==> config.mk <==
export PLATFORM = sky130hd
export DESIGN_NAME = power_button_supervisor
export DESIGN_NICKNAME = d
export VERILOG_FILES = /design/src/rtl/pbs_pkg.sv /design/src/rtl/pbs_step.sv /design/src/rtl/power_button_supervisor.sv
export SDC_FILE = /design/constraint.sdc
export NUM_CORES = 1
export LEC_CHECK = 0
export BUFFER_PORTS_ARGS = -buffer_cell sky130_fd_sc_hd__buf_2
export CORE_UTILIZATION = 52
export CTS_CLUSTER_DIAMETER = 80
export DETAILED_ROUTE_END_ITERATION = 12
export PLACE_DENSITY = 0.67
export SETUP_SLACK_MARGIN = 0.1
export SLEW_MARGIN = 20
export SYNTH_ARGS = -nofsm -noshare
export SYNTH_HDL_FRONTEND = slang
export SYNTH_SLANG_ARGS = --single-unit
==> constraint.sdc <==
create_clock -name clk -period 5.1 [get_ports clk]
set_clock_uncertainty 0.1 [all_clocks]
set_input_delay 0.765 -clock clk [delete_from_list [all_inputs] [get_ports clk]]
set_output_delay 0.765 -clock clk [all_outputs]
set_load 0.1 [all_outputs]
==> src/rtl/pbs_pkg.sv <==
// Shared types and codes for the power button supervisor.
package pbs_pkg;

  localparam int unsigned TimeWidth = 32;
  localparam int unsigned DurWidth  = 16;

  // Operation codes carried in tuser
  localparam logic [2:0] OP_TICK      = 3'd0;
  localparam logic [2:0] OP_ON        = 3'd1;
  localparam logic [2:0] OP_OFF       = 3'd2;
  localparam logic [2:0] OP_DONTCARE  = 3'd3;
  localparam logic [2:0] OP_FORCE_OFF = 3'd4;
  localparam logic [2:0] OP_RESET     = 3'd5;

  // Configuration register indexes
  localparam logic [1:0] CFG_PRESS_DURATION     = 2'd0;
  localparam logic [1:0] CFG_FORCE_OFF_DURATION = 2'd1;
  localparam logic [1:0] CFG_CHECK_INTERVAL     = 2'd2;

  typedef enum logic [1:0] {
    MODE_DONTCARE = 2'd0,
    MODE_ON       = 2'd1,
    MODE_OFF      = 2'd2
  } mode_t;

  typedef struct packed {
    logic [DurWidth-1:0] press_duration;
    logic [DurWidth-1:0] force_off_duration;
    logic [DurWidth-1:0] check_interval;
  } cfg_t;

  typedef struct packed {
    logic [TimeWidth-1:0] clock_ms;
    mode_t                target_mode;
    logic [TimeWidth-1:0] power_deadline;
    logic [TimeWidth-1:0] reset_deadline;
    logic [TimeWidth-1:0] check_due;
    logic                 power_line_low;
    logic                 reset_line_low;
  } sup_state_t;

endpackage

==> src/rtl/pbs_step.sv <==
// Next-state logic of the supervisor for one tick or command.
module pbs_step (
  input  pbs_pkg::sup_state_t st,
  input  pbs_pkg::cfg_t       cfg,
  input  logic [2:0]          op,
  input  logic                sense,
  output pbs_pkg::sup_state_t st_next
);
  import pbs_pkg::*;

  logic [TimeWidth-1:0] clk_inc;
  logic [TimeWidth-1:0] press_ext;
  logic [TimeWidth-1:0] force_ext;
  logic [TimeWidth-1:0] interval_ext;
  logic                 want_on;

  assign clk_inc      = st.clock_ms + TimeWidth'(1);
  assign press_ext    = TimeWidth'(cfg.press_duration);
  assign force_ext    = TimeWidth'(cfg.force_off_duration);
  assign interval_ext = TimeWidth'(cfg.check_interval);
  assign want_on      = (st.target_mode == MODE_ON);

  always_comb begin
    st_next = st;
    unique case (op)
      OP_TICK: begin
        st_next.clock_ms = clk_inc;
        if (st.power_deadline != '0 && clk_inc > st.power_deadline) begin
          st_next.power_line_low = 1'b0;
          st_next.power_deadline = '0;
        end
        if (st.reset_deadline != '0 && clk_inc > st.reset_deadline) begin
          st_next.reset_line_low = 1'b0;
          st_next.reset_deadline = '0;
        end
        if (st.target_mode != MODE_DONTCARE && st.check_due < clk_inc) begin
          // The released deadline, if any, counts as idle for this check.
          if (sense != want_on && st_next.power_deadline == '0) begin
            st_next.power_line_low = 1'b1;
            st_next.power_deadline = clk_inc + press_ext;
          end
          st_next.check_due = clk_inc + interval_ext;
        end
      end
      OP_ON: begin
        if (st.target_mode != MODE_ON) begin
          st_next.target_mode = MODE_ON;
          st_next.check_due   = '0;
        end
      end
      OP_OFF: begin
        if (st.target_mode != MODE_OFF) begin
          st_next.target_mode = MODE_OFF;
          st_next.check_due   = '0;
        end
      end
      OP_DONTCARE: begin
        st_next.target_mode = MODE_DONTCARE;
      end
      OP_FORCE_OFF: begin
        st_next.target_mode = MODE_OFF;
        if (sense) begin
          st_next.power_line_low = 1'b1;
          st_next.power_deadline = st.clock_ms + force_ext;
        end
      end
      OP_RESET: begin
        if (st.target_mode != MODE_DONTCARE) begin
          st_next.target_mode = MODE_ON;
          st_next.check_due   = '0;
        end
        if (sense) begin
          st_next.reset_line_low = 1'b1;
          st_next.reset_deadline = st.clock_ms + press_ext;
        end
      end
      default: begin
        st_next = st;
      end
    endcase
  end

endmodule

==> src/rtl/power_button_supervisor.sv <==
// Top level of the power button supervisor: stream ports, registers and state.
// Each accepted transaction is held in the input register, then moves into the
// result register, which drives m_tvalid.
// Throughput: one transaction per cycle while m_tready keeps the result
// register draining; the single state update per item, made as the item
// leaves the input register, sets that rate.
// Reset (rst, synchronous, active high) empties both registers, clears the
// supervisor state and loads the configuration defaults 500, 5000 and 10000.
module power_button_supervisor (
  input  logic        clk,
  input  logic        rst,
  input  logic        cfg_we,
  input  logic [1:0]  cfg_index,
  input  logic [15:0] cfg_data,
  input  logic        s_tvalid,
  output logic        s_tready,
  input  logic [7:0]  s_tdata,   // [0] power_sense, [7:1] zero
  input  logic [2:0]  s_tuser,   // [2:0] operation
  output logic        m_tvalid,
  input  logic        m_tready,
  output logic [7:0]  m_tdata    // [0] power_pull, [1] reset_pull, [3:2] mode_now, [7:4] zero
);
  import pbs_pkg::*;

  // Configuration registers; the user must write them only while the block is idle (not enforced here).
  cfg_t cfg;

  // Input register: holds one accepted transaction until it is processed.
  logic       in_valid;
  logic [2:0] in_op;
  logic       in_sense;

  // Supervisor state; it is updated exactly once per item, in item order.
  sup_state_t st;
  sup_state_t st_next;

  // Result register.
  logic  out_valid;
  logic  out_power;
  logic  out_reset;
  mode_t out_mode;

  logic advance;

  // The result register can take a new item when it is empty or being drained;
  // the input register refills in the same cycle, so back-to-back items flow.
  assign advance  = !out_valid || m_tready;
  assign s_tready = !in_valid || advance;

  pbs_step u_step (
    .st      (st),
    .cfg     (cfg),
    .op      (in_op),
    .sense   (in_sense),
    .st_next (st_next)
  );

  always_ff @(posedge clk) begin
    if (rst) begin
      cfg.press_duration     <= 16'd500;
      cfg.force_off_duration <= 16'd5000;
      cfg.check_interval     <= 16'd10000;
      in_valid               <= 1'b0;
      out_valid              <= 1'b0;
      st                     <= '0;
    end else begin
      if (cfg_we) begin
        unique case (cfg_index)
          CFG_PRESS_DURATION:     cfg.press_duration     <= cfg_data;
          CFG_FORCE_OFF_DURATION: cfg.force_off_duration <= cfg_data;
          CFG_CHECK_INTERVAL:     cfg.check_interval     <= cfg_data;
          default: begin
            // Writes beyond the register list are dropped.
          end
        endcase
      end
      if (s_tready) begin
        in_valid <= s_tvalid;
      end
      if (advance) begin
        out_valid <= in_valid;
        if (in_valid) begin
          st <= st_next;
        end
      end
    end
  end

  // Payload registers carry no reset.
  always_ff @(posedge clk) begin
    if (s_tready && s_tvalid) begin
      in_op    <= s_tuser;
      in_sense <= s_tdata[0];
    end
    if (advance && in_valid) begin
      out_power <= st_next.power_line_low;
      out_reset <= st_next.reset_line_low;
      out_mode  <= st_next.target_mode;
    end
  end

  assign m_tvalid = out_valid;
  assign m_tdata  = {4'b0000, out_mode, out_reset, out_power};

endmodule

==> results of run 1 <==
through the flow:
stage,std cells,cell area [µm²],worst slack (ps)
after global placement,2269,15500,198
after CTS,2301,16100,68.1
after detailed placement,2269,15500,105
after global routing,2305,16300,84.3
final,2306,16300,284
after floorplan,1849,14400,254
how the worst min path moves through the flow:
stage                from  endpoint  slack, ps
2_1_floorplan      cfg[0]    cfg[0]        340
3_3_place_gp      cfg[26]   cfg[26]        360
3_5_place_dp      cfg[31]   cfg[31]        360
4_1_cts           cfg[31]   cfg[31]        370
5_1_grt        s_tuser[2]  in_op[2]        390
6_report          cfg[31]   cfg[31]        370
synth_stat cells, types with 23 or more instances:
library cell	n	area (µm²)
nor3_1	36	180
o21a_1	23	173
xnor2_1	100	876
ha_1	160	2000
o32ai_1	23	201
nor2_1	159	597
o21ai_0	84	420
a21oi_1	135	676
nand3_1	62	310
nand4_1	41	257
clkbuf_1	76	285
xor2_1	53	464
inv_1	116	435
nand2_1	209	785
nor4_1	31	194
dfxtp_1	182	3640
layout make-up:
class	instances	area [µm²]
clock inverter	15	166
tap	372	465
inverter	120	450
sequential	190	3890
timing repair buffer	144	1020
fill	2525	10800
multi-input combinational	1447	9870
antenna	1	2.50
clock buffer	17	425
worst max-delay path: cells and delay by family, from the launching register on:
family / cells / cell delay [ps]
AOI/OAI and AO/OA: 6 / 1540
adders and majority gates: 1 / 340
buffers and inverters: 3 / 540
DFF: 1 / 400
and+or+nand+nor: 6 / 1740
sequential cells by signal, summed over array words and instances (netlist names):
signal	cells
cfg	48
in_sense	1
out_reset	1
out_power	1
in_valid	1
out_mode	2
m_tvalid	1
in_op	3
st	132
per-layer routing:
metal | GRT usage | wire length [µm]
met1 | 0.503 | 22800
met2 | 0.523 | 20400
met3 | 0.0748 | 4770
met4 | 0.106 | 1260
met5 | 0 | 13
repair_timing:
item                                    in CTS  in global routing
resized for setup                            2                 20
endpoints found under the setup margin       3                 83
pin swaps                                    0                  2
endpoints found under the hold margin        0                  0
buffers inserted                             0                  4
logic make-up (layout without fill, tap and decap cells):
logic type | Yosys count | in the layout
other cells | 1 | 5
flops | 190 | 190
mux | 1 | 1
compound gates | 481 | 481
fa+ha+maj | 164 | 164
simple gates | 643 | 643
buf+inv | 212 | 296
xor+xnor | 154 | 154
power by group through the flow:
stage / clock [mW] / combinational [mW] / sequential, mW
after floorplan: 0 / 0.260 / 1.58
after global placement: 0 / 0.409 / 1.59
after detailed placement: 0 / 0.415 / 1.59
after CTS: 1.39 / 0.419 / 1.55
after global routing: 1.44 / 0.492 / 1.56
final: 1.37 / 0.458 / 1.55
==> summary.txt, run 1 <==
Clocking
  • H-tree level count: 4
  • CTS Buffer Depth: 2
  • Root Driver: clkbuf_16
  • Worst-path clk slew: 80 ps
  • Hold buffers post-CTS: 0
  • CTS Buf Count: 17
  • CTS tree: yes
  • CTS Sinks: 190
  • Clk_lat worst skew: 470 ps

Critical path
  • Worst R2R Setup Slack: 280 ps
  • Worst path max stage delay: 620 ps
  • Arr. time, crit path: 5020 ps
  • CP Launch Type: flop
  • Reg2Reg Launch Point: st[109]
  • Slowest CP cell: or4_1
  • Required time worst endpoint: 5310 ps
  • Reg-to-Reg End: st[70]
  • CP Cell Sequence: nand4_1, or3_1, buf_4, o31a_1, nor2_1, inv_1, ha_1, nand4_1, or4_1, a311oi_4, buf_4, a22o_1, o32a_1, nor2_1, a311oi_1, a211oi_1
  • Worst-case reg-to-reg path depth: 16
  • CP max FO: 5
  • WS Path Type: flop to flop
  • Worst setup EP type: flop
  • Capture point of the worst path: st[70]
  • Critical Path Start: st[109]

Global route
  • Vias in the first global route: 13,200
  • Initial antenna violation count: 2
  • All-Layer GR Usage: 0.351
  • Largest net degree at the start of global routing: 81
  • Total global routing overflow: 0
  • Global-route wire length before repair: 75,500 µm

Drt
  • WL/cell: 21.4 µm
  • DR vias: 14,100
  • First-pass detailed-route iteration total: 6
  • Post-DRT Antenna Nets: 0
  • DRT iter0 DRCs: 1,415
  • Remaining DRCs: 0
  • Drt via density: 6.12
  • Final wirelength: 49,300 µm

Synth
  • Syn Area/Cell: 7.82 µm²
  • Post-synthesis simple-gate area fraction: 0.213
  • Synth Area in Adders: 0.144
  • Share of synthesized registers carrying an async set or reset: 0
  • Cell area after synthesis: 14,400 µm²
  • Mux cell area share after synthesis: 0.000694
  • Synth unique cells: 76
  • Number of enable flip-flop cells after synthesis: 8
  • Xor/xnor share of the synthesized area: 0.0940
  • Syn Inst Count: 1,846
  • Compound-Gate Fraction of Synth Area: 0.220
  • Largest family of logic cells by synthesized area: compound AO/OA/AOI/OAI gates
  • Primary FF master, synth: dfxtp_1
  • Yosys reg bits: 190
  • Sequential cell area fraction in the yosys report: 0.269
  • Ys Warns: 0

Floorplanning
  • Core footprint: 27,100 µm²
  • Initial Util: 0.533
  • Site row count: 60
  • DIE HEIGHT: 169 µm
  • I/O pin total: 44
  • DIE AREA: 28,400 µm²
  • Die width: 169 µm

Power
  • Clk network pwr share: 0.406
  • Gate power share: 0.135
  • Pwr per Cell Area: 208 nW/µm²
  • Sw Pwr: 1.04 mW
  • Total chip power: 3.38 mW
  • Static Leak: 6.68 nW
  • Int Pwr: 2.34 mW
  • Share of power burned in registers: 0.459
  • Sw Ratio: 0.309
  • Maximum vdd drop: 0.000251 V

Timing
  • RSZ-0062 raised after global routing: no
  • Final hold violations: 0
  • Max-slew violation count: 0
  • Endpoints failing setup: 0
  • Setup TNS Final: 0 ps
  • Hold_ws: 369 ps
  • Worst slew margin: 0.328
  • Period utilization: 0.944
  • Post-layout minimum cycle time: 4820 ps
  • Worst slew pin tran: 996 ps
  • Fmax: 208 MHz

Final layout
  • Final Util: 0.601
  • Commonest non-fill, non-tap cell in the layout: nand2_1
  • Most frequent cells in the layout: nand2_1 (209), dfxtp_1 (177), ha_1 (160)
  • Syn-to-layout area delta: 12.8%
  • Layout cells sized above 1: 0.118
  • Fin nets: 2,118

Hold path
  • Hold Path Depth: 2
  • Hold WC Path Type: flop to flop

Placed design
  • I/O Buffers: 32
  • Hpwl dp: 38,800 µm
  • GPL Wtd Cong: 0.989

Run
  • Maxcap violations: 0

Outcome
  • Status: finished, final reports clean
(Power assumes the default switching activity.)
==> run 2: changes to the inputs <==
Settings changed: SYNTH_HIERARCHICAL set to 1.
==> summary.txt, run 2 <==
Synth
  • Sequential cell area fraction in the yosys report: 0.226
  • Area contributors post-synth: dfxtp_1 (21%), ha_1 (12%), nand2b_1 (10%), mux2i_1 (7.8%), xnor2_1 (5.6%)
  • Share of the synthesized area in the top cell type: 0.212
  • Syn Inst Count: 2,139
  • Syn Area/Cell: 8.02 µm²
  • Number of enable flip-flop cells after synthesis: 8
  • Synth unique cells: 83
  • Yosys reg bits: 190
  • Most common cell in the synthesized netlist: nand2b_1
  • Cell area after synthesis: 17,200 µm²
  • Ys Warns: 6
  • Largest area contributor in the netlist: dfxtp_1
  • Top cells by count, synth: nand2b_1 (275), dfxtp_1 (182), nand2_1 (173)
  • Primary FF master, synth: dfxtp_1
  • Share of synthesized registers carrying an async set or reset: 0

Power
  • Int Pwr: 2.34 mW
  • Gate power share: 0.130
  • Pwr per Cell Area: 178 nW/µm²
  • Share of power burned in registers: 0.468
  • Maximum vdd drop: 0.000250 V
  • Sw Pwr: 0.955 mW
  • Sw Ratio: 0.290
  • Clk network pwr share: 0.403
  • Static Leak: 7.33 nW

Placed design
  • Hpwl dp: 37,100 µm
  • Dpl ws: -15.3 ps
  • Post-placement cell area: 17,900 µm²
  • I/O Buffers: 32
  • GPL Wtd Cong: 0.971
  • Placed cell count: 2,579

Drt
  • Post-DRT Antenna Nets: 0
  • Final wirelength: 49,300 µm
  • First-pass detailed-route iteration total: 6
  • Drt via density: 5.91
  • DRT iter0 DRCs: 966
  • DR vias: 15,400
  • Remaining DRCs: 0
  • WL/cell: 18.9 µm

Global route
  • Largest net degree at the start of global routing: 174
  • Total global routing overflow: 0
  • All-Layer GR Usage: 0.296
  • Initial antenna violation count: 0
  • Vias in the first global route: 14,700
  • Global-route wire length before repair: 77,700 µm

Floorplanning
  • Site row count: 66
  • Initial Util: 0.527
  • DIE HEIGHT: 184 µm
  • Die width: 184 µm
  • DIE AREA: 33,700 µm²
  • I/O pin total: 44
  • Core footprint: 32,500 µm²

Final layout
  • Largest reg by FF count: st
  • Most frequent cells in the layout: nand2b_1 (275), dfxtp_1 (181), nand2_1 (172)
  • Ant. Diodes: 0
  • Layout fillers: 3,168
  • Fin nets: 2,354
  • Sequential cell area: 3880 µm²
  • Syn-to-layout area delta: 8.13%
  • Design area: 18,600 µm²
  • Largest regs: st (132), cfg (48), in_op (3)
  • Max FFs per register: 132
  • Fin cells: 2,611
  • Layout cells sized above 1: 0.0839
  • Footprint of the multi-input gates: 12,300 µm²
  • Commonest non-fill, non-tap cell in the layout: nand2b_1

Timing
  • Final hold violations: 0
  • Final worst slack: 285 ps
  • Hold_ws: 365 ps
  • RSZ-0062 raised after global routing: no
  • Fmax: 208 MHz
  • Worst slew pin tran: 1000 ps
  • Period utilization: 0.944
  • Max-slew violation count: 0
  • Endpoints failing setup: 0
  • Post-layout minimum cycle time: 4810 ps
  • Worst slew margin: 0.333

Clocking
  • Worst-path clk slew: 80 ps
  • Clk_lat worst skew: 460 ps
  • CTS tree: yes
  • H-tree level count: 4
  • CTS Buffer Depth: 2
  • CTS Buf Count: 17
  • CTS Sinks: 190
  • Root Driver: clkbuf_16

Outcome
  • Status: finished, final reports clean

Critical path
  • Worst setup EP type: flop
  • WS Path Type: flop to flop
  • CP max FO: 7
  • CP Launch Type: flop
  • Required time worst endpoint: 5310 ps
  • Arr. time, crit path: 5030 ps

Run
  • Maxcap violations: 0

Hold path
  • Hold WC Path Type: flop to flop
-- run 2: cell count changes in the layout (fill, tap and decap cells not counted), sizes merged, moves of 15 or more --
| cell | previous run | this run |
|---|---|---|
| nand2b | 10 | 275 |
| a21o | 19 | 34 |
| nor3 | 36 | 60 |
| a22oi | 21 | 5 |
| a22o | 16 | 40 |
| buf | 144 | 113 |
| nand2 | 209 | 173 |
| o21ai | 86 | 66 |
| o32ai | 23 | 1 |
| a21oi | 135 | 112 |
| nand3 | 62 | 32 |
| a221oi | 10 | 27 |
| mux2i | 1 | 133 |
| nor2 | 159 | 128 |
-- run 2: kinds of logic after synthesis --
group / count (synthesis) / synth area share
compound gates: 433 / 0.171
buf+inv: 239 / 0.0645
mux: 133 / 0.0776
other cells: 1 / 0.000219
simple gates: 814 / 0.254
flops: 190 / 0.226
fa+ha+maj: 164 / 0.121
xor+xnor: 165 / 0.0847
-- run 2: repair_timing --
action / 4_1_cts / 5_1_grt
hold buffers: 0 / 0
buffers inserted: 0 / 0
gates resized for setup: 1 / 17
endpoints found under the setup margin: 6 / 61
-- run 2: power by group through the flow --
stage | clock network [mW] | registers [mW] | logic (mW)
after floorplan | 0 | 1.57 | 0.310
after global placement | 0 | 1.58 | 0.407
after detailed placement | 0 | 1.58 | 0.415
after CTS | 1.37 | 1.54 | 0.416
after global routing | 1.43 | 1.54 | 0.456
final | 1.33 | 1.54 | 0.427
-- run 2: stage by stage --
stage                     setup TNS (ps)  total power [mW]   util
after floorplan                        0              1.88      -
after global placement                 0              1.98  0.551
after detailed placement           -15.3              1.99  0.551
after CTS                              0              3.33  0.568
after global routing                   0              3.43  0.570
final                                  0              3.30  0.570
-- run 2: worst max-delay path, stage by stage, from the launching register on --
cell	delay, ps
dfxtp_1	350
ha_1	290
nand3_2	280
nor3_4	290
nand3_2	180
nor2_1	150
xor2_1	300
buf_4	230
ha_1	300
and3_1	240
and3b_1	170
a32oi_1	140
o21ai_0	190
o41ai_1	410
buf_4	240
nor3_1	80
xnor2_1	230
nor2_1	70
a221o_1	260
nand2b_1	70
mux2i_1	60
-- run 2: area by class of cell --
class | instances | share of cell area
Clock buffer | 20 | 0.0247
Clock inverter | 12 | 0.00519
Inverter | 121 | 0.0245
Multi-Input combinational cell | 1713 | 0.662
Sequential cell | 190 | 0.209
Tap cell | 442 | 0.0298
Timing Repair Buffer | 113 | 0.0446
-- run 2: path summary, 6_finish.rpt --
check        startpoint  endpoint  slack, ps  depth (start not counted)
min reg2reg      cfg[7]    cfg[7]        360                          2
max reg2reg     st[101]    st[90]        290                         20
max             st[101]    st[90]        290                         20
min              cfg[7]    cfg[7]        360                          2
-- run 2: metal layers --
metal | GRT usage | share of wire
met1 | 0.365 | 0.43
met2 | 0.505 | 0.47
met3 | 0.0382 | 0.044
met4 | 0.151 | 0.049
met5 | 0 | 0
